**src/rtl/core/fird_pkg.sv**
```systemverilog
// shared constants and types for the fir decimator
// no dependencies; every other file of the block refers to it by scoped names

package fird_pkg;

  // default sizes, handed to the top-level parameters
  localparam int unsigned MAX_TAPS_DEF    = 256;
  localparam int unsigned MAX_RATIO_DEF   = 16;
  localparam int unsigned SAMPLE_BITS_DEF = 24;
  localparam int unsigned IDX_BITS_DEF    = $clog2(MAX_TAPS_DEF);

  // accumulator keeps the full wrapping sum
  localparam int unsigned ACC_W = 64;

  // configuration registers
  localparam int unsigned ADDR_W    = 3;
  localparam int unsigned DATA_W    = 32;
  localparam int unsigned RATIO_W   = 5;
  localparam int unsigned TAPS_W    = 9;
  localparam int unsigned REG_IDX_W = 1;

  localparam logic [REG_IDX_W-1:0] REG_RATIO = 1'b0;
  localparam logic [REG_IDX_W-1:0] REG_TAPS  = 1'b1;

  localparam logic [RATIO_W-1:0] RATIO_RST = 5'd1;
  localparam logic [TAPS_W-1:0]  TAPS_RST  = 9'd16;

  // item kinds on the input channel
  localparam logic MODE_COEF   = 1'b0;
  localparam logic MODE_SAMPLE = 1'b1;

  // effective settings, already clamped to the legal range
  typedef struct packed {
    logic [RATIO_W-1:0] ratio;
    logic [TAPS_W-1:0]  taps;
  } cfg_t;

  // commands from the sequencer to the mac unit
  typedef struct packed {
    logic clear;
    logic en;
  } mac_cmd_t;

endpackage

```
**src/rtl/core/fird_regs.sv**
```systemverilog
// apb register file of the fir decimator: ratio and taps_in_use
// depends on fird_pkg; hands clamped settings to the sequencer

module fird_regs #(
  parameter int unsigned MAX_TAPS  = fird_pkg::MAX_TAPS_DEF,
  parameter int unsigned MAX_RATIO = fird_pkg::MAX_RATIO_DEF
) (
  input  logic                        clk_i,
  input  logic                        rst_ni,
  input  logic                        psel,
  input  logic                        penable,
  input  logic                        pwrite,
  input  logic [fird_pkg::ADDR_W-1:0] paddr,
  input  logic [fird_pkg::DATA_W-1:0] pwdata,
  output logic [fird_pkg::DATA_W-1:0] prdata,
  output logic                        pready,
  output fird_pkg::cfg_t              cfg_o
);

  logic [fird_pkg::RATIO_W-1:0] ratio_q, ratio_d;
  logic [fird_pkg::TAPS_W-1:0]  taps_q, taps_d;
  logic [fird_pkg::REG_IDX_W-1:0] reg_idx;
  logic wr_en;

  assign pready  = 1'b1;
  assign reg_idx = paddr[2 +: fird_pkg::REG_IDX_W];
  assign wr_en   = psel & penable & pwrite;

  always_comb begin
    ratio_d = ratio_q;
    taps_d  = taps_q;
    prdata  = '0;
    unique case (reg_idx)
      fird_pkg::REG_RATIO: begin
        prdata = fird_pkg::DATA_W'(ratio_q);
        if (wr_en) ratio_d = pwdata[fird_pkg::RATIO_W-1:0];
      end
      fird_pkg::REG_TAPS: begin
        prdata = fird_pkg::DATA_W'(taps_q);
        if (wr_en) taps_d = pwdata[fird_pkg::TAPS_W-1:0];
      end
      default: prdata = '0;
    endcase
  end

  always_ff @(posedge clk_i or negedge rst_ni) begin
    if (!rst_ni) begin
      ratio_q <= fird_pkg::RATIO_RST;
      taps_q  <= fird_pkg::TAPS_RST;
    end else begin
      ratio_q <= ratio_d;
      taps_q  <= taps_d;
    end
  end

  // zero counts as one, large values clamp to the build limits
  always_comb begin
    if (ratio_q == '0) begin
      cfg_o.ratio = fird_pkg::RATIO_W'(1);
    end else if (int'(ratio_q) > int'(MAX_RATIO)) begin
      cfg_o.ratio = fird_pkg::RATIO_W'(MAX_RATIO);
    end else begin
      cfg_o.ratio = ratio_q;
    end
    if (taps_q == '0) begin
      cfg_o.taps = fird_pkg::TAPS_W'(1);
    end else if (int'(taps_q) > int'(MAX_TAPS)) begin
      cfg_o.taps = fird_pkg::TAPS_W'(MAX_TAPS);
    end else begin
      cfg_o.taps = taps_q;
    end
  end

endmodule

```
**config.mk**
```make
export PLATFORM = sky130hd
export DESIGN_NAME = fird_regs
export DESIGN_NICKNAME = d
export VERILOG_FILES = /design/src/rtl/core/fird_pkg.sv /design/src/rtl/core/fird_regs.sv
export SDC_FILE = /design/constraint.sdc
export NUM_CORES = 1
export LEC_CHECK = 0
export BUFFER_PORTS_ARGS = -buffer_cell sky130_fd_sc_hd__buf_4
export CAP_MARGIN = 5
export CORE_ASPECT_RATIO = 0.8
export CORE_MARGIN = 8
export CORE_UTILIZATION = 39
export CTS_CLUSTER_DIAMETER = 80
export CTS_CLUSTER_SIZE = 12
export DETAILED_ROUTE_END_ITERATION = 16
export PLACE_DENSITY = 0.92
export RECOVER_POWER = 25
export SLEW_MARGIN = 10
export SYNTH_ARGS = -nofsm -noshare
export SYNTH_HDL_FRONTEND = slang
export SYNTH_SLANG_ARGS = --single-unit
```
**constraint.sdc**
```tcl
create_clock -name clk_i -period 3 [get_ports clk_i]
set_input_delay 0 -clock clk_i [delete_from_list [all_inputs] [get_ports clk_i]]
set_output_delay 0 -clock clk_i [all_outputs]
set_load 0.01 [all_outputs]
```
==> flow_summary.ini <==
[critical_path]
cp_cell_sequence = or4_1 > o22ai_2 > buf_4
rr_endpoint = taps_q[8]$_DFFE_PN0P_
r2r_setup_slack_ps = 2050
crit_path_max_incr_delay_ps = 600
end_kind = output pin
arrival_ps = 1660
cp.required_ps = 3000
path_max_fanout = 12
crit_slowest_cell = or4_1
rr_worst_depth = 1
start_kind = register
crit_type = reg2out
r2r-start = taps_q[8]$_DFFE_PN0P_

[final_layout]
final_common_cell = buf_4
antenna-diode-count = 0
drive_gt1_frac = 0.470
mostFrequentLayoutCells = buf_4, conb_1, mux2_2
instances_no_fill = 159
nNetsFinal = 173
area_delta_synth_final_pct = 33.8

[floorplan]
design.core.area_mm2 = 0.00238
start_util = 0.398
ios = 87
dieArea_mm2 = 0.00427
rows = 16
die_w_um = 71.1
chipHeight_um = 60.1

[sta]
fin_crit_sh = 0.555
relSlewSlack = 0.494
finalCriticalPeriod_ps = 1660
fin_skew_ps = 0
setup_tns_ps = 0
finalSetupViolCount = 0
rsz0062_at_grt = no
tightestPinTransition_ps = 759
fmax_ghz = 0.601
hold_viol_final = 0
slew_viol_final = 0

[clocking]
clockBufferDepth = 2
numClockSinks = 14
postCtsSetupRepairBufs = 0
cts_buffers = 3
cts_tree = built
cts.htree.levels = 1
insertion_delay_ps = 270
clk_pin_slew_ps = 80
cts-root-buf = clkbuf_4

[pwr]
cellPowerDensity_mw_per_mm2 = 539
power_leakage_nw = 0.632
irDropWorstVdd_v = 0.000388
power.total_mw = 0.683

[synth]
synthesis.instances = 87
synth_edf_count = 0
async_flop_share = 1.00
synth.yosys.warnings = 0
yosysUniqueCellTypes = 18
ys_ff_latch = 14
synthFlopType = dfrtp_1
syn-mean-instance-area_um2 = 10.9
synth.yosys.seq_area_share = 0.373
syn_area_um2 = 947

[drt]
drt-wirelength-per-cell_um = 15.1
vias = 706
drc = 0
firstDrtPassIters = 4
antenna_left = 0
drt-vias-per-instance = 4.44
wl_um = 2390
drt-initial-drc-count = 6

[global_routing]
grt_pass1_wl_um = 3660
grt_max_degree = 15
grt_pass1_vias = 782
grtUsageTotal = 0.111
antenna_found_initial = 0
overflow = 0

[min_path]
min_path_cells = 3
hold_end = ratio_q[1]$_DFFE_PN0P_
holdCritPathClass = in2reg
min_from = penable

[outcome]
status = completed

[place]
dp.cells = 145
hpwl_um = 1860
gp_congestion = 0.701
portBuffers = 37

[run]
max_cap_viol_count = 0
## cell families after synthesis
family	after synthesis	share of synthesized area
AO/OA/AOI/OAI	3	0.0238
buffers and inverters	30	0.215
flip-flops	14	0.373
multiplexers	18	0.214
other	2	0.00793
AND/OR/NAND/NOR	20	0.166
## how the worst max path moves through the flow
stage                           from       end  slack (ps)
6_report       taps_q[8]$_DFFE_PN0P_  cfg_o[0]        1340
5_1_grt        taps_q[8]$_DFFE_PN0P_  cfg_o[0]        1260
3_5_place_dp   taps_q[8]$_DFFE_PN0P_  cfg_o[0]        1620
2_1_floorplan  taps_q[5]$_DFFE_PN0P_  cfg_o[0]        1940
3_3_place_gp   taps_q[8]$_DFFE_PN0P_  cfg_o[0]        1670
4_1_cts        taps_q[8]$_DFFE_PN0P_  cfg_o[0]        1310
## repair_timing
action                    4_1_cts  5_1_grt
gates resized for setup         0        0
hold buffers                   10        0
hold endpoints to repair       28        0
## cells in the mapped netlist (2+ instances only)
| cell type | number | area share |
|---|---|---|
| clkbuf_1 | 3 | 0.012 |
| conb_1 | 2 | 0.0079 |
| and2_1 | 4 | 0.026 |
| inv_1 | 2 | 0.0079 |
| dfrtp_1 | 12 | 0.32 |
| nor2b_1 | 10 | 0.066 |
| mux2_2 | 18 | 0.21 |
| or4_1 | 2 | 0.016 |
| dfstp_2 | 2 | 0.055 |
| buf_4 | 24 | 0.19 |
## flip-flops by register name, indices dropped and copies added, names as in the netlist
name and flops:
taps_q 9, ratio_q 5
## area by class of cell
cell class / count / area (µm²)
fill: 212 / 1110
clock buffer: 4 / 26.3
sequential: 14 / 353
timing repair buffer: 47 / 374
inverter: 2 / 7.51
tap: 27 / 33.8
multi-input combinational: 65 / 473
## per-layer routing
metal	part of all wire	GRT usage
met5	0	0
met4	0.012	0.0619
met3	0.10	0.0436
met2	0.52	0.211
met1	0.37	0.101
## per-stage QoR
step	setup slack (ps)	instance area, µm²	util	hold WS, ps
2_1_floorplan	1940	1030	-	-296
3_5_place_dp	1620	1140	0.481	-143
5_1_grt	1260	1270	0.532	161
3_3_place_gp	1670	1140	0.481	-146
6_report	1340	1270	0.532	167
4_1_cts	1310	1270	0.534	90.6
## worst max-delay path: cells and delay by family (launching register included)
kind                   cells  cell delay [ps]
AOI/OAI and AO/OA          1              130
buffers and inverters      1              150
DFF                        1              520
and+or+nand+nor            1              600
## power breakdown
part | switching (mW) | internal [mW] | total (mW)
sequential | 0.0436 | 0.235 | 0.278
clock | 0.0566 | 0.0515 | 0.108
combinational | 0.128 | 0.168 | 0.296
(Power assumes the default switching activity.)
