File: src/rtl/core/fird_pkg.sv
// shared constants and types for the fir decimator
// no dependencies; every other file of the block refers to it by scoped names

package fird_pkg;

  // default sizes, handed to the top-level parameters
  localparam int unsigned MAX_TAPS_DEF    = 256;
  localparam int unsigned MAX_RATIO_DEF   = 16;
  localparam int unsigned SAMPLE_BITS_DEF = 24;
  localparam int unsigned IDX_BITS_DEF    = $clog2(MAX_TAPS_DEF);

  // accumulator keeps the full wrapping sum
  localparam int unsigned ACC_W = 64;

  // configuration registers
  localparam int unsigned ADDR_W    = 3;
  localparam int unsigned DATA_W    = 32;
  localparam int unsigned RATIO_W   = 5;
  localparam int unsigned TAPS_W    = 9;
  localparam int unsigned REG_IDX_W = 1;

  localparam logic [REG_IDX_W-1:0] REG_RATIO = 1'b0;
  localparam logic [REG_IDX_W-1:0] REG_TAPS  = 1'b1;

  localparam logic [RATIO_W-1:0] RATIO_RST = 5'd1;
  localparam logic [TAPS_W-1:0]  TAPS_RST  = 9'd16;

  // item kinds on the input channel
  localparam logic MODE_COEF   = 1'b0;
  localparam logic MODE_SAMPLE = 1'b1;

  // effective settings, already clamped to the legal range
  typedef struct packed {
    logic [RATIO_W-1:0] ratio;
    logic [TAPS_W-1:0]  taps;
  } cfg_t;

  // commands from the sequencer to the mac unit
  typedef struct packed {
    logic clear;
    logic en;
  } mac_cmd_t;

endpackage

File: src/rtl/core/fird_mac.sv
// shared multiply-accumulate unit with round-half-up and saturation of the sum
// depends on fird_pkg for the accumulator width and the command struct

module fird_mac #(
  parameter int unsigned SAMPLE_BITS = fird_pkg::SAMPLE_BITS_DEF
) (
  input  logic                          clk_i,
  input  logic                          rst_ni,
  input  fird_pkg::mac_cmd_t            cmd_i,
  input  logic signed [SAMPLE_BITS-1:0] coef_i,
  input  logic signed [SAMPLE_BITS-1:0] smp_i,
  output logic                          busy_o,
  output logic signed [SAMPLE_BITS-1:0] result_o
);

  localparam int unsigned ProdW = 2 * SAMPLE_BITS;
  localparam int unsigned Frac  = SAMPLE_BITS - 1;
  localparam int unsigned AccW  = fird_pkg::ACC_W;
  localparam logic signed [AccW-1:0] SatHi = (AccW'(1) << Frac) - AccW'(1);
  localparam logic signed [AccW-1:0] SatLo = ~SatHi;
  localparam logic [AccW-1:0] Half = AccW'(1) << (Frac - 1);

  logic signed [ProdW-1:0] prod_q;
  logic                    prod_vld_q;
  logic signed [AccW-1:0]  acc_q;
  logic [AccW-1:0]         rnd;
  logic signed [AccW-1:0]  shifted;

  always_ff @(posedge clk_i or negedge rst_ni) begin
    if (!rst_ni) begin
      prod_vld_q <= 1'b0;
    end else begin
      prod_vld_q <= cmd_i.en;
    end
  end

  // product register, then a wrapping 64-bit accumulate
  always_ff @(posedge clk_i) begin
    if (cmd_i.en) prod_q <= coef_i * smp_i;
    if (cmd_i.clear) begin
      acc_q <= '0;
    end else if (prod_vld_q) begin
      acc_q <= acc_q + {{(AccW - ProdW){prod_q[ProdW-1]}}, prod_q};
    end
  end

  assign busy_o  = prod_vld_q;
  assign rnd     = acc_q + Half;
  assign shifted = $signed(rnd) >>> Frac;

  always_comb begin
    if (shifted > SatHi) begin
      result_o = SatHi[SAMPLE_BITS-1:0];
    end else if (shifted < SatLo) begin
      result_o = SatLo[SAMPLE_BITS-1:0];
    end else begin
      result_o = shifted[SAMPLE_BITS-1:0];
    end
  end

endmodule

File: config.mk
export PLATFORM = sky130hd
export DESIGN_NAME = fird_mac
export DESIGN_NICKNAME = d
export VERILOG_FILES = /design/src/rtl/core/fird_pkg.sv /design/src/rtl/core/fird_mac.sv
export SDC_FILE = /design/constraint.sdc
export NUM_CORES = 2
export LEC_CHECK = 0
export CAP_MARGIN = 20
export CORE_AREA = 2 2 218 199
export DETAILED_ROUTE_END_ITERATION = 16
export DIE_AREA = 0 0 220 201
export DONT_BUFFER_PORTS = 1
export PLACE_DENSITY = 0.87
export REMOVE_ABC_BUFFERS = 1
export SLEW_MARGIN = 20
export SYNTH_ARGS = -nofsm -noshare
export SYNTH_HDL_FRONTEND = slang
export SYNTH_SLANG_ARGS = --single-unit
File: constraint.sdc
create_clock -name clk_i -period 4.5 [get_ports clk_i]
set_input_delay 0.675 -clock clk_i [delete_from_list [all_inputs] [get_ports clk_i]]
set_output_delay 0.675 -clock clk_i [all_outputs]
set_load 0.02 [all_outputs]
==> metrics.yaml <==
status: "complete, but fails checks"
violations: "negative setup slack"
fin_nets: 4191
cts-buffers-inserted: 17
ys_seq_area_frac: 0.0934
netlist_area_um2: 29400
die_y_um: 201
wl_per_cell_um: 22.5
yosysUniqueCellTypes: 93
cp.required_ps: 4750
dpl.hpwl_um: 61900
fin_ws_ps: -2420
root_buffer: "clkbuf_16"
cp.arrival_ps: 7170
cts.sinks: 113
synth_area_per_cell_um2: 9.08
die_area_um2: 44200
ys_top_cells_by_area: "fa_1 (41%), ha_1 (8.4%), inv_1 (8.2%)"
first_pass_iters: 5
row_count: 72
drv_slew: 0
wirelength_um: 87900
yosysTopAreaCellShare: 0.414
ys_ff_latch: 113
cts.clk_slew.worst_paths_ps: 60
ant_nets: 0
grt_pass1_wl_um: 133000
finalSetupViolCount: 38
tightest_slew_ps: 1100
n_fill_cell: 2562
final_cell_area_um2: 32900
overflow: 0
insertion_delay_ps: 430
synth_edf_count: 48
drtIter0Drc: 2558
routed_via_density: 6.18
rsz0062_at_grt: "yes"
synthCells: 3238
vias: 24100
slowest_delay_ps: 570
cp-end-kind: "flip-flop"
yosysWarnings: 0
tns_ps: -67850
synthFlopType: "dfxtp_1"
track_usage: 0.386
numPortBuffers: 0
start_util: 0.698
path_delay_family: "adder cells"
fmax_mhz: 145
drc: 0
synth_area_leader_cell: "fa_1"
fin_worst_skew_ps: 8.84
cap_violations: 0
worst-path-buf-inv: 5
critPathMostFrequentCell: "fa_1"
criticalPathCategory: "primary input to flip-flop"
path_max_fanout: 24
slew_headroom: 0.263
slowest_stage: "fa_1"
hold_violations: 0
grt_pass1_vias: 25400
period_share: 1.54
fp.dieW_um: 220
area.growth.synth_to_final_pct: 12.0
async_flop_share: 0.00885
worst_setup_path_start_kind: "primary input"
drive_gt1_frac: 0.140
antenna_found_initial: 0
period_minus_slack_ps: 6920
cts_max_level: 4
utilization: 0.781
clock_path_buffers: 2
grt_start_max_net_pins: 50
dpl_cell_area_um2: 30800
core_um2: 42200
min_path_type: "primary input to flip-flop"
cts_tree: "built"
ioPinCount: 77
gp_congestion: 0.972
==> cell usage in the layout (no fill, tap or decap), types with 14 or more instances in the layout <==
cell type / instances
xnor2_1: 87
nand3_1: 35
o21a_1: 15
clkbuf_16: 17
nand4_1: 29
nor2_2: 14
edfxtp_1: 48
inv_2: 19
and2_1: 278
dfxtp_1: 63
a21oi_4: 22
a21o_1: 58
fa_1: 587
inv_1: 623
fa_2: 21
ha_1: 174
xor2_1: 46
nor2_1: 107
a21oi_1: 81
o21ai_0: 45
mux2i_1: 39
ha_4: 19
a21oi_2: 14
and2_4: 15
a31oi_1: 14
buf_6: 31
nand2_1: 369
o21ai_1: 30
nand2b_1: 20
nor3_1: 14
buf_4: 177
==> registers in the layout (all words and copies together), names as in the netlist <==
| signal | count |
|---|---|
| acc_q | 64 |
| busy_o | 1 |
| prod_q | 48 |
==> through the flow <==
| stage | hold WS (ps) | worst slack (ps) | instances |
|---|---|---|---|
| 6_report | 308 | -2420 | 3902 |
| 5_1_grt | 281 | -2740 | 3901 |
| 4_1_cts | 269 | -2220 | 3882 |
| 3_5_place_dp | 379 | -2910 | 3826 |
| 3_3_place_gp | 379 | -2880 | 3826 |
| 2_1_floorplan | 379 | -2760 | 3103 |
==> routing by layer <==
| metal | global-route usage | wire length [um] | up-vias |
|---|---|---|---|
| met2 | 0.607 | 40300 | 1710 |
| met4 | 0.115 | 3670 | 0 |
| met1 | 0.531 | 33400 | 11800 |
| li1 | - | - | 10200 |
| met3 | 0.101 | 10500 | 363 |
| met5 | 0 | 0 | - |
==> layout make-up <==
| type | instances | area (um2) | share of cell area |
|---|---|---|---|
| Antenna cell | 1 | 2.50 | 0.0000760 |
| Tap cell | 555 | 694 | 0.0211 |
| Timing Repair Buffer | 211 | 1730 | 0.0525 |
| Multi-Input combinational cell | 2343 | 24800 | 0.752 |
| Clock inverter | 15 | 138 | 0.00418 |
| Clock buffer | 17 | 425 | 0.0129 |
| Inverter | 647 | 2440 | 0.0741 |
| Sequential cell | 113 | 2750 | 0.0835 |
==> final timing paths <==
path,startpoint,endpoint,slack (ps),depth (start not counted)
worst max-delay path,smp_i[15],prod_q[46],-2420,25
worst min-delay path,cmd_i[0],busy_o,310,0
worst max register to register,prod_q[23],acc_q[63],630,12
worst min register to register,acc_q[21],acc_q[21],470,2
max in group asynchronous,rst_ni,busy_o,3920,1
min in group asynchronous,rst_ni,busy_o,460,1
==> cell usage after synthesis, types with 3 or more instances <==
master / n
o21a_1: 15
buf_2: 5
o21bai_1: 15
nand3b_1: 4
nor2b_1: 12
nor2_1: 123
ha_1: 198
o311ai_1: 3
a21oi_1: 107
a221oi_1: 5
xor2_1: 47
nand2_1: 375
nand4_1: 29
or2_2: 3
nand3_1: 37
o21ai_1: 26
nor3_1: 22
edfxtp_1: 48
fa_1: 608
o21ai_0: 56
o2111ai_1: 6
clkbuf_1: 119
a21o_1: 58
o211ai_1: 6
o31ai_1: 6
and2_1: 293
and3_1: 16
inv_1: 645
a31oi_1: 19
nand2b_1: 20
and4_1: 6
buf_4: 7
a21oi_2: 10
xnor2_1: 92
or3_1: 4
mux2i_1: 39
a211oi_1: 13
a41oi_1: 4
dfxtp_1: 64
o22ai_1: 4
==> worst register-to-register path, delay by kind of cell (launching register included) <==
family,cells,cell delay (ps)
simple gates,4,880
fa+ha+maj,1,470
xor+xnor,1,140
flops,1,440
compound gates,5,1590
mux,1,240
==> logic make-up after synthesis <==
group	after synthesis	synth area share
fa+ha+maj	806	0.498
compound gates	392	0.0878
simple gates	965	0.164
xor+xnor	140	0.0419
flops	113	0.0934
mux	40	0.0137
buf+inv	782	0.101
==> repair_timing <==
| item | in CTS | in global routing |
|---|---|---|
| resized for setup | 139 | 140 |
| hold buffers | 1 | 0 |
| pin swaps | 121 | 114 |
| buffers inserted | 32 | 30 |
| endpoints found under the hold margin | 1 | 0 |
| endpoints found under the setup margin | 38 | 53 |
Power is not shown: default switching activity piles up to over one toggle a cycle in this logic, so the estimate is an artifact.
